--- config.mk ---
export PLATFORM = sky130hd
export DESIGN_NAME = fixed_slot_to_varlen_packer_unit
export DESIGN_NICKNAME = d
export VERILOG_FILES = /design/src/rtl/core/fsvp_pkg.sv /design/src/rtl/core/fsvp_front.sv /design/src/rtl/core/fsvp_queue.sv /design/src/rtl/core/fsvp_back.sv /design/src/rtl/core/fixed_slot_to_varlen_packer_unit.sv
export SDC_FILE = /design/constraint.sdc
export NUM_CORES = 1
export LEC_CHECK = 0
export BUFFER_PORTS_ARGS = -buffer_cell sky130_fd_sc_hd__buf_4
export CORE_MARGIN = 3
export CORE_UTILIZATION = 40
export CTS_CLUSTER_DIAMETER = 120
export DETAILED_ROUTE_END_ITERATION = 16
export GPL_TIMING_DRIVEN = 1
export PLACE_DENSITY_LB_ADDON = 0.1
export SLEW_MARGIN = 20
export SYNTH_ARGS = -nofsm -noshare
export SYNTH_HDL_FRONTEND = slang
export SYNTH_SLANG_ARGS = --single-unit
--- constraint.sdc ---
create_clock -name i_clk -period 8.6 [get_ports i_clk]
set_input_delay 1.72 -clock i_clk [delete_from_list [all_inputs] [get_ports i_clk]]
set_output_delay 1.72 -clock i_clk [all_outputs]
set_load 0.1 [all_outputs]
--- src/rtl/core/fsvp_pkg.sv ---
package fsvp_pkg;

    localparam int SLOT_MAX = 256;
    localparam int POS_W = (SLOT_MAX > 1) ? $clog2(SLOT_MAX) : 1;
    localparam int SLEN_W = $clog2(SLOT_MAX + 1);

    localparam int CFG_IDX_W = 2;
    localparam int CFG_DATA_W = 32;
    localparam int SLOT_CFG_W = 9;

    localparam logic [CFG_IDX_W-1:0] CFG_STRING_MODE = 2'd0;
    localparam logic [CFG_IDX_W-1:0] CFG_UNITS_PER_SLOT = 2'd1;
    localparam logic [CFG_IDX_W-1:0] CFG_BYTE_CAPACITY = 2'd2;

    localparam int QDEPTH = 4;
    localparam int QIDX_W = $clog2(QDEPTH);
    localparam int QCNT_W = $clog2(QDEPTH + 1);

    typedef enum logic [1:0] {
        KIND_DATA = 2'd0,
        KIND_OFFSET = 2'd1,
        KIND_ERROR = 2'd2
    } t_kind;

    // Everything the result side needs to replay the requests caused by one unit.
    typedef struct packed {
        logic            start;
        logic [2:0]      ndata;
        logic [3:0][7:0] bytes;
        logic            err;
        logic            slot_end;
        logic [31:0]     offset;
    } t_desc;

endpackage

--- src/rtl/core/fsvp_front.sv ---
module fsvp_front (
    input  logic                               i_clk,
    input  logic                               i_rst_n,
    input  logic                               i_cfg_we,
    input  logic [fsvp_pkg::CFG_IDX_W-1:0]     i_cfg_idx,
    input  logic [fsvp_pkg::CFG_DATA_W-1:0]    i_cfg_data,
    input  logic                               i_push,
    input  logic [31:0]                        i_unit,
    input  logic                               i_block_start,
    input  logic                               i_q_full,
    output logic                               o_full,
    output logic                               o_q_wr,
    output fsvp_pkg::t_desc                    o_q_desc
);

    logic                               r_string_mode;
    logic [fsvp_pkg::SLOT_CFG_W-1:0]    r_units_per_slot;
    logic [31:0]                        r_byte_capacity;
    logic [31:0]                        r_bytes_used;
    logic [fsvp_pkg::POS_W-1:0]         r_pos;
    logic                               r_term;
    logic                               r_ovf;

    logic [31:0]                        n_bytes_used;
    logic [fsvp_pkg::POS_W-1:0]         n_pos;
    logic                               n_term;
    logic                               n_ovf;

    logic                               accept;
    logic [fsvp_pkg::SLEN_W-1:0]        slot_len;
    logic [31:0]                        cp;
    logic [2:0]                         enc_n;
    logic [3:0][7:0]                    enc_b;
    logic [31:0]                        bu;
    logic [fsvp_pkg::POS_W-1:0]         pos;
    logic                               term;
    logic                               ovf;
    logic                               is_zero;
    logic [32:0]                        sum;
    logic [31:0]                        pos_inc;
    fsvp_pkg::t_desc                    desc;

    assign o_full = i_q_full;
    assign accept = i_push && !i_q_full;

    always_comb begin
        if (i_cfg_data[fsvp_pkg::SLOT_CFG_W-1:0] == '0 && r_units_per_slot == '0) begin
            slot_len = fsvp_pkg::SLEN_W'(1);
        end else if (r_units_per_slot == '0) begin
            slot_len = fsvp_pkg::SLEN_W'(1);
        end else if (32'(r_units_per_slot) > 32'(fsvp_pkg::SLOT_MAX)) begin
            slot_len = fsvp_pkg::SLEN_W'(fsvp_pkg::SLOT_MAX);
        end else begin
            slot_len = fsvp_pkg::SLEN_W'(r_units_per_slot);
        end
    end

    always_comb begin
        if (i_unit >= 32'h0011_0000 || (i_unit >= 32'h0000_D800 && i_unit <= 32'h0000_DFFF)) begin
            cp = 32'h0000_FFFD;
        end else begin
            cp = i_unit;
        end
        enc_b = '0;
        if (!r_string_mode) begin
            enc_n = 3'd1;
            enc_b[0] = i_unit[7:0];
        end else if (cp < 32'h80) begin
            enc_n = 3'd1;
            enc_b[0] = cp[7:0];
        end else if (cp < 32'h800) begin
            enc_n = 3'd2;
            enc_b[0] = 8'hC0 | {3'b0, cp[10:6]};
            enc_b[1] = 8'h80 | {2'b0, cp[5:0]};
        end else if (cp < 32'h1_0000) begin
            enc_n = 3'd3;
            enc_b[0] = 8'hE0 | {4'b0, cp[15:12]};
            enc_b[1] = 8'h80 | {2'b0, cp[11:6]};
            enc_b[2] = 8'h80 | {2'b0, cp[5:0]};
        end else begin
            enc_n = 3'd4;
            enc_b[0] = 8'hF0 | {5'b0, cp[20:18]};
            enc_b[1] = 8'h80 | {2'b0, cp[17:12]};
            enc_b[2] = 8'h80 | {2'b0, cp[11:6]};
            enc_b[3] = 8'h80 | {2'b0, cp[5:0]};
        end
    end

    always_comb begin
        bu   = i_block_start ? '0 : r_bytes_used;
        pos  = i_block_start ? '0 : r_pos;
        term = i_block_start ? 1'b0 : r_term;
        ovf  = i_block_start ? 1'b0 : r_ovf;

        desc          = '0;
        desc.start    = i_block_start;
        desc.bytes    = enc_b;
        is_zero       = r_string_mode ? (i_unit == '0) : (i_unit[7:0] == '0);
        sum           = {1'b0, bu} + 33'(enc_n);
        pos_inc       = 32'(pos) + 32'd1;

        n_bytes_used = bu;
        n_pos        = pos;
        n_term       = term;
        n_ovf        = ovf;

        if (!ovf) begin
            n_term = term || is_zero;
            if (!n_term) begin
                if (sum > {1'b0, r_byte_capacity}) begin
                    n_ovf    = 1'b1;
                    desc.err = 1'b1;
                end else begin
                    desc.ndata   = enc_n;
                    n_bytes_used = sum[31:0];
                end
            end
            if (!n_ovf) begin
                if (pos_inc >= 32'(slot_len)) begin
                    desc.slot_end = 1'b1;
                    desc.offset   = n_bytes_used;
                    n_pos         = '0;
                    n_term        = 1'b0;
                end else begin
                    n_pos = fsvp_pkg::POS_W'(pos_inc);
                end
            end
        end

        o_q_desc = desc;
        o_q_wr   = accept && (desc.start || desc.err || desc.slot_end || desc.ndata != '0);
    end

    always_ff @(posedge i_clk) begin
        if (!i_rst_n) begin
            r_string_mode    <= 1'b1;
            r_units_per_slot <= fsvp_pkg::SLOT_CFG_W'(8);
            r_byte_capacity  <= 32'hFFFF_FFFF;
            r_bytes_used     <= '0;
            r_pos            <= '0;
            r_term           <= 1'b0;
            r_ovf            <= 1'b0;
        end else begin
            if (i_cfg_we) begin
                case (i_cfg_idx)
                    fsvp_pkg::CFG_STRING_MODE: begin
                        r_string_mode <= i_cfg_data[0];
                    end
                    fsvp_pkg::CFG_UNITS_PER_SLOT: begin
                        r_units_per_slot <= i_cfg_data[fsvp_pkg::SLOT_CFG_W-1:0];
                    end
                    fsvp_pkg::CFG_BYTE_CAPACITY: begin
                        r_byte_capacity <= i_cfg_data[31:0];
                    end
                    default: begin
                    end
                endcase
            end
            if (accept) begin
                r_bytes_used <= n_bytes_used;
                r_pos        <= n_pos;
                r_term       <= n_term;
                r_ovf        <= n_ovf;
            end
        end
    end

endmodule

--- src/rtl/core/fsvp_queue.sv ---
module fsvp_queue (
    input  logic            i_clk,
    input  logic            i_rst_n,
    input  logic            i_wr,
    input  fsvp_pkg::t_desc i_desc,
    input  logic            i_rd,
    output logic            o_full,
    output logic            o_valid,
    output fsvp_pkg::t_desc o_desc
);

    fsvp_pkg::t_desc                 r_mem [fsvp_pkg::QDEPTH];
    logic [fsvp_pkg::QIDX_W-1:0]     r_wr_ptr;
    logic [fsvp_pkg::QIDX_W-1:0]     r_rd_ptr;
    logic [fsvp_pkg::QCNT_W-1:0]     r_count;

    logic                            do_wr;
    logic                            do_rd;

    assign o_full  = (r_count == fsvp_pkg::QCNT_W'(fsvp_pkg::QDEPTH));
    assign o_valid = (r_count != '0);
    assign o_desc  = r_mem[r_rd_ptr];
    assign do_wr   = i_wr && !o_full;
    assign do_rd   = i_rd && o_valid;

    always_ff @(posedge i_clk) begin
        if (do_wr) begin
            r_mem[r_wr_ptr] <= i_desc;
        end
    end

    always_ff @(posedge i_clk) begin
        if (!i_rst_n) begin
            r_wr_ptr <= '0;
            r_rd_ptr <= '0;
            r_count  <= '0;
        end else begin
            if (do_wr) begin
                r_wr_ptr <= r_wr_ptr + 1'b1;
            end
            if (do_rd) begin
                r_rd_ptr <= r_rd_ptr + 1'b1;
            end
            if (do_wr && !do_rd) begin
                r_count <= r_count + 1'b1;
            end else if (do_rd && !do_wr) begin
                r_count <= r_count - 1'b1;
            end
        end
    end

endmodule

--- src/rtl/core/fsvp_back.sv ---
module fsvp_back (
    input  logic            i_clk,
    input  logic            i_rst_n,
    input  logic            i_q_valid,
    input  fsvp_pkg::t_desc i_q_desc,
    output logic            o_q_rd,
    input  logic            i_pop,
    output logic            o_empty,
    output logic [1:0]      o_kind,
    output logic [7:0]      o_data_byte,
    output logic [31:0]     o_offset,
    output logic            o_last
);

    logic [2:0]  r_step;
    logic        r_out_valid;
    logic [1:0]  r_kind;
    logic [7:0]  r_data_byte;
    logic [31:0] r_offset;
    logic        r_last;

    logic        advance;
    logic [2:0]  count;
    logic [2:0]  d;
    logic        step_last;
    logic [1:0]  kind;
    logic [7:0]  data_byte;
    logic [31:0] offset;

    assign advance = i_q_valid && (!r_out_valid || i_pop);

    always_comb begin
        count = 3'(i_q_desc.start) + i_q_desc.ndata + 3'(i_q_desc.err)
              + 3'(i_q_desc.slot_end);
        step_last = (r_step + 3'd1 == count);
        d = r_step - 3'(i_q_desc.start);
        data_byte = '0;
        offset = '0;
        if (i_q_desc.start && r_step == '0) begin
            kind = fsvp_pkg::KIND_OFFSET;
        end else if (d < i_q_desc.ndata) begin
            kind = fsvp_pkg::KIND_DATA;
            data_byte = i_q_desc.bytes[d[1:0]];
        end else if (i_q_desc.err) begin
            kind = fsvp_pkg::KIND_ERROR;
        end else begin
            kind = fsvp_pkg::KIND_OFFSET;
            offset = i_q_desc.offset;
        end
    end

    assign o_q_rd = advance && step_last;

    always_ff @(posedge i_clk) begin
        if (advance) begin
            r_kind      <= kind;
            r_data_byte <= data_byte;
            r_offset    <= offset;
            r_last      <= step_last;
        end
    end

    always_ff @(posedge i_clk) begin
        if (!i_rst_n) begin
            r_step      <= '0;
            r_out_valid <= 1'b0;
        end else begin
            if (advance) begin
                r_out_valid <= 1'b1;
                r_step <= step_last ? 3'd0 : r_step + 3'd1;
            end else if (i_pop) begin
                r_out_valid <= 1'b0;
            end
        end
    end

    assign o_empty     = !r_out_valid;
    assign o_kind      = r_kind;
    assign o_data_byte = r_data_byte;
    assign o_offset    = r_offset;
    assign o_last      = r_last;

endmodule

--- src/rtl/core/fixed_slot_to_varlen_packer_unit.sv ---
// Channel   Direction  Handshake                 Payload
// units     in         push / full               i_unit[31:0], i_block_start
// results   out        empty / pop               o_kind[1:0], o_data_byte[7:0],
//                                                o_offset[31:0], o_last
// config    in         i_cfg_we                  i_cfg_idx[1:0], i_cfg_data[31:0]
//
// The front end takes one unit per cycle while the four-entry descriptor queue has room.
// The result side delivers one request per cycle while results are popped; a unit that
// causes k results (up to six) holds the queue head until the last is issued; a unit
// that causes none takes no queue entry; each result is registered before the ports.
// Reset is synchronous and needs no clearing pass; either side may stall independently.
module fixed_slot_to_varlen_packer_unit (
    input  logic                               i_clk,
    input  logic                               i_rst_n,
    input  logic                               i_cfg_we,
    input  logic [fsvp_pkg::CFG_IDX_W-1:0]     i_cfg_idx,
    input  logic [fsvp_pkg::CFG_DATA_W-1:0]    i_cfg_data,
    input  logic                               push,
    output logic                               full,
    input  logic [31:0]                        i_unit,
    input  logic                               i_block_start,
    output logic                               empty,
    input  logic                               pop,
    output logic [1:0]                         o_kind,
    output logic [7:0]                         o_data_byte,
    output logic [31:0]                        o_offset,
    output logic                               o_last
);

    logic            q_wr;
    logic            q_rd;
    logic            q_full;
    logic            q_valid;
    fsvp_pkg::t_desc wr_desc;
    fsvp_pkg::t_desc rd_desc;

    fsvp_front u_front (
        .i_clk         (i_clk),
        .i_rst_n       (i_rst_n),
        .i_cfg_we      (i_cfg_we),
        .i_cfg_idx     (i_cfg_idx),
        .i_cfg_data    (i_cfg_data),
        .i_push        (push),
        .i_unit        (i_unit),
        .i_block_start (i_block_start),
        .i_q_full      (q_full),
        .o_full        (full),
        .o_q_wr        (q_wr),
        .o_q_desc      (wr_desc)
    );

    fsvp_queue u_queue (
        .i_clk   (i_clk),
        .i_rst_n (i_rst_n),
        .i_wr    (q_wr),
        .i_desc  (wr_desc),
        .i_rd    (q_rd),
        .o_full  (q_full),
        .o_valid (q_valid),
        .o_desc  (rd_desc)
    );

    fsvp_back u_back (
        .i_clk       (i_clk),
        .i_rst_n     (i_rst_n),
        .i_q_valid   (q_valid),
        .i_q_desc    (rd_desc),
        .o_q_rd      (q_rd),
        .i_pop       (pop),
        .o_empty     (empty),
        .o_kind      (o_kind),
        .o_data_byte (o_data_byte),
        .o_offset    (o_offset),
        .o_last      (o_last)
    );

endmodule
==> impl_results.md <==
* Outcome: complete, no violations
* Crit share post-route at 90.3%
* Worst Skew at 0.0239 ns
* CP top delay family: simple AND/OR/NAND/NOR gates
* CTS hold repair buffers at 0
* IO Pins at 117
* Clock Tree Buf Depth at 3
* Max Slew Vio Count at 0
* Placed Cells at 2190
* Drt total wl at 50900 um
* Die height at 226 um
* Syn nets at 1649
* Layout cells sized above 1 at 20.3%
* Initial antenna violation count at 0
* CTS resizes at 0
* Syn Inst Count at 1516
* Unrepaired setup endpoints after global routing: false
* Clock transition at path regs at 0.06 ns
* Worst skew pair latency at 0.59 ns
* CP max-delay cell: or4_1
* Iter 0 DRT Violations at 839
* Max Cap Viol at 0
* Post-CTS setup buffer count at 0
* Part of the Yosys area used for sequential elements at 58.4%
* Worst Setup Start Kind: input pin
* First-pass detailed-route iteration total at 5
* DIE AREA at 50900 um2
* Via Count at 12900
* Synth top area share at 48.4%
* Synth area leaders: edfxtp_1 48%, dfxtp_1 10%, mux4_2 8.6%, ha_1 3.7%, nand2_1 2.5%
* Total track usage at 20.1%
* Register area at 11300 um2
* Critical path data required time at 8.90 ns
* Routed Antenna Nets at 0
* H-Tree Level Count at 2
* Total Nets Final at 1764
* Vias per inst at 5.66
* Clock Sinks at 408
* CP max stage delay at 0.58 ns
* Final Hold Fails at 0
* Buffers on Ports at 116
* Top-count cell post-synth: edfxtp_1
* Slew HR at 31.5%
* Syn Area/Cell at 12.7 um2
* Initial core utilization at 40.9%
* Async S/R FF share, synth at 0%
* Die width at 226 um
* Worst path arrival time at 8.06 ns
* Multi-input logic area at 7450 um2
* DR DRC count at 0
* WL per Instance at 22.4 um
* Slew @ Worst Pin at 1.03 ns
* EDFF count, synth at 311
* Yosys cell types at 76
* Crit path time final at 7.76 ns
* Commonest cells in the netlist: 311 x edfxtp_1, 127 x nand2_1, 97 x dfxtp_1
* Number of synthesized register bits at 408
* Area grow syn2layout at 16.3%
* Critical Path End Type: register
* TritonCTS clock tree: built
* Top FF cell, synth: edfxtp_1
* Worst vdd ir at 0.208 mV
* CTS Buf Count at 46
* Routability Congestion at 0.923
* Setup TNS Final at 0 ns
* Hold Slack at 0.472 ns
* Yosys top cell by area: edfxtp_1
* Synthesis warning total at 0
* Number of global-route vias before repair at 12800
* Core Box Area at 47100 um2
* # fillers at 4203
* WP buf/inv at 3
* CP Class: in -> reg
* PnR Total Power at 0.00644 W
* Root Driver: clkbuf_16
* Setup-failing EPs final at 0
* Share of the core filled with cells at 47.6%
* GRT Residual Overflow at 0
* Largest net degree at the start of global routing at 74
* FMAX at 129 MHz
* ANT cells at 0
* Min-delay worst type: reg -> reg
* First-pass GRT wire length at 77800 um
* # rows at 79
* HPWL Detailed at 33700 um
* Fin cells at 2276
* Worst-path fanout max at 12
* Power Density at 287 nW/um2
* Post-Syn Area at 19300 um2
* Static leakage power at 7.92 nW
==> cell families after synthesis <==
group / after synthesis / share of synthesized area, %
AOI/OAI and AO/OA: 233 / 7.98
xor gates and xnor gates: 46 / 2.09
adders and majority gates: 61 / 4.11
buffers and inverters: 151 / 3.04
DFF: 408 / 58.4
muxes: 95 / 9.73
and+or+nand+nor: 522 / 14.6
==> flip-flops by register name (all words and copies together), names as in the netlist, named ones only <==
register and cells:
u_front.r_bytes_used 32, u_queue.r_mem 268, u_front.r_pos 8, u_front.r_units_per_slot 9
u_queue.r_wr_ptr 2, u_queue.r_rd_ptr 2, u_back.o_kind 2, u_front.r_ovf 1
u_back.o_offset 32, u_back.r_step 3, u_front.r_byte_capacity 32, u_front.r_string_mode 1
u_queue.r_count 3, u_back.o_last 1, u_back.o_data_byte 8, u_front.r_term 1
u_back.r_out_valid 1
==> area by class of cell <==
cell class / instances / share of cell area (%)
clock inverter: 23 / 1.03
clock buffer: 63 / 5.74
multi-input combinational: 957 / 33.2
tap: 607 / 3.38
timing repair buffer: 159 / 5.38
sequential: 408 / 50.3
inverter: 59 / 0.987
==> path summary, 6_finish.rpt <==
path | startpoint | endpoint | slack (ns) | cells past startpoint
worst max-delay path | i_unit[19] | u_queue.r_mem[1][11]$_DFFE_PP_ | 0.84 | 27
worst min-delay path | u_back.r_out_valid$_SDFFE_PN0P_ | u_back.r_out_valid$_SDFFE_PN0P_ | 0.47 | 2
worst max register to register | u_front.r_string_mode$_SDFFE_PN1P_ | u_queue.r_mem[1][11]$_DFFE_PP_ | 2.43 | 21
worst min register to register | u_back.r_out_valid$_SDFFE_PN0P_ | u_back.r_out_valid$_SDFFE_PN0P_ | 0.47 | 2
==> power by group <==
part	switching (W)	leakage [nW]	total, W	internal, W
sequential	0.000104	3.57	0.00255	0.00245
combinational	0.00138	3.61	0.00191	0.000529
clock	0.000803	0.750	0.00198	0.00117
total	0.00229	7.92	0.00644	0.00415
==> layer usage <==
| layer | up-vias | share of wire (%) | track usage (%) |
|---|---|---|---|
| met5 | - | 0 | 0 |
| met4 | 0 | 1.9 | 4.88 |
| met3 | 59 | 5.5 | 3.48 |
| met2 | 366 | 45 | 31.0 |
| met1 | 6442 | 47 | 29.6 |
| li1 | 6020 | - | - |
==> through the flow <==
step | cell area [um2] | worst slack [ns]
final | 22400 | 0.837
after global routing | 22400 | 0.348
after CTS | 22400 | 0.932
after detailed placement | 20900 | 0.338
after global placement | 20900 | 0.418
after floorplan | 19300 | 0.988
==> worst min-delay path: stages (launching register included) <==
cell     delay, ns
dfxtp_1       0.32
nand2_1       0.06
a21oi_1       0.05
==> cell usage in the layout (no fill, tap or decap), types with 18 or more instances in the layout <==
master / instances
ha_1: 57
a21oi_1: 59
buf_4: 158
nor3_1: 18
inv_1: 57
xnor2_1: 27
edfxtp_1: 311
dfxtp_1: 95
nand2_1: 127
o211ai_1: 47
a31oi_1: 26
nor2b_1: 59
mux4_2: 74
or3_1: 20
and3_1: 20
nand3_1: 52
nor2_1: 82
mux2i_1: 20
o21ai_0: 37
clkbuf_16: 48
nand4_1: 37
or4_1: 23
xor2_1: 19
(Power assumes the default switching activity.)
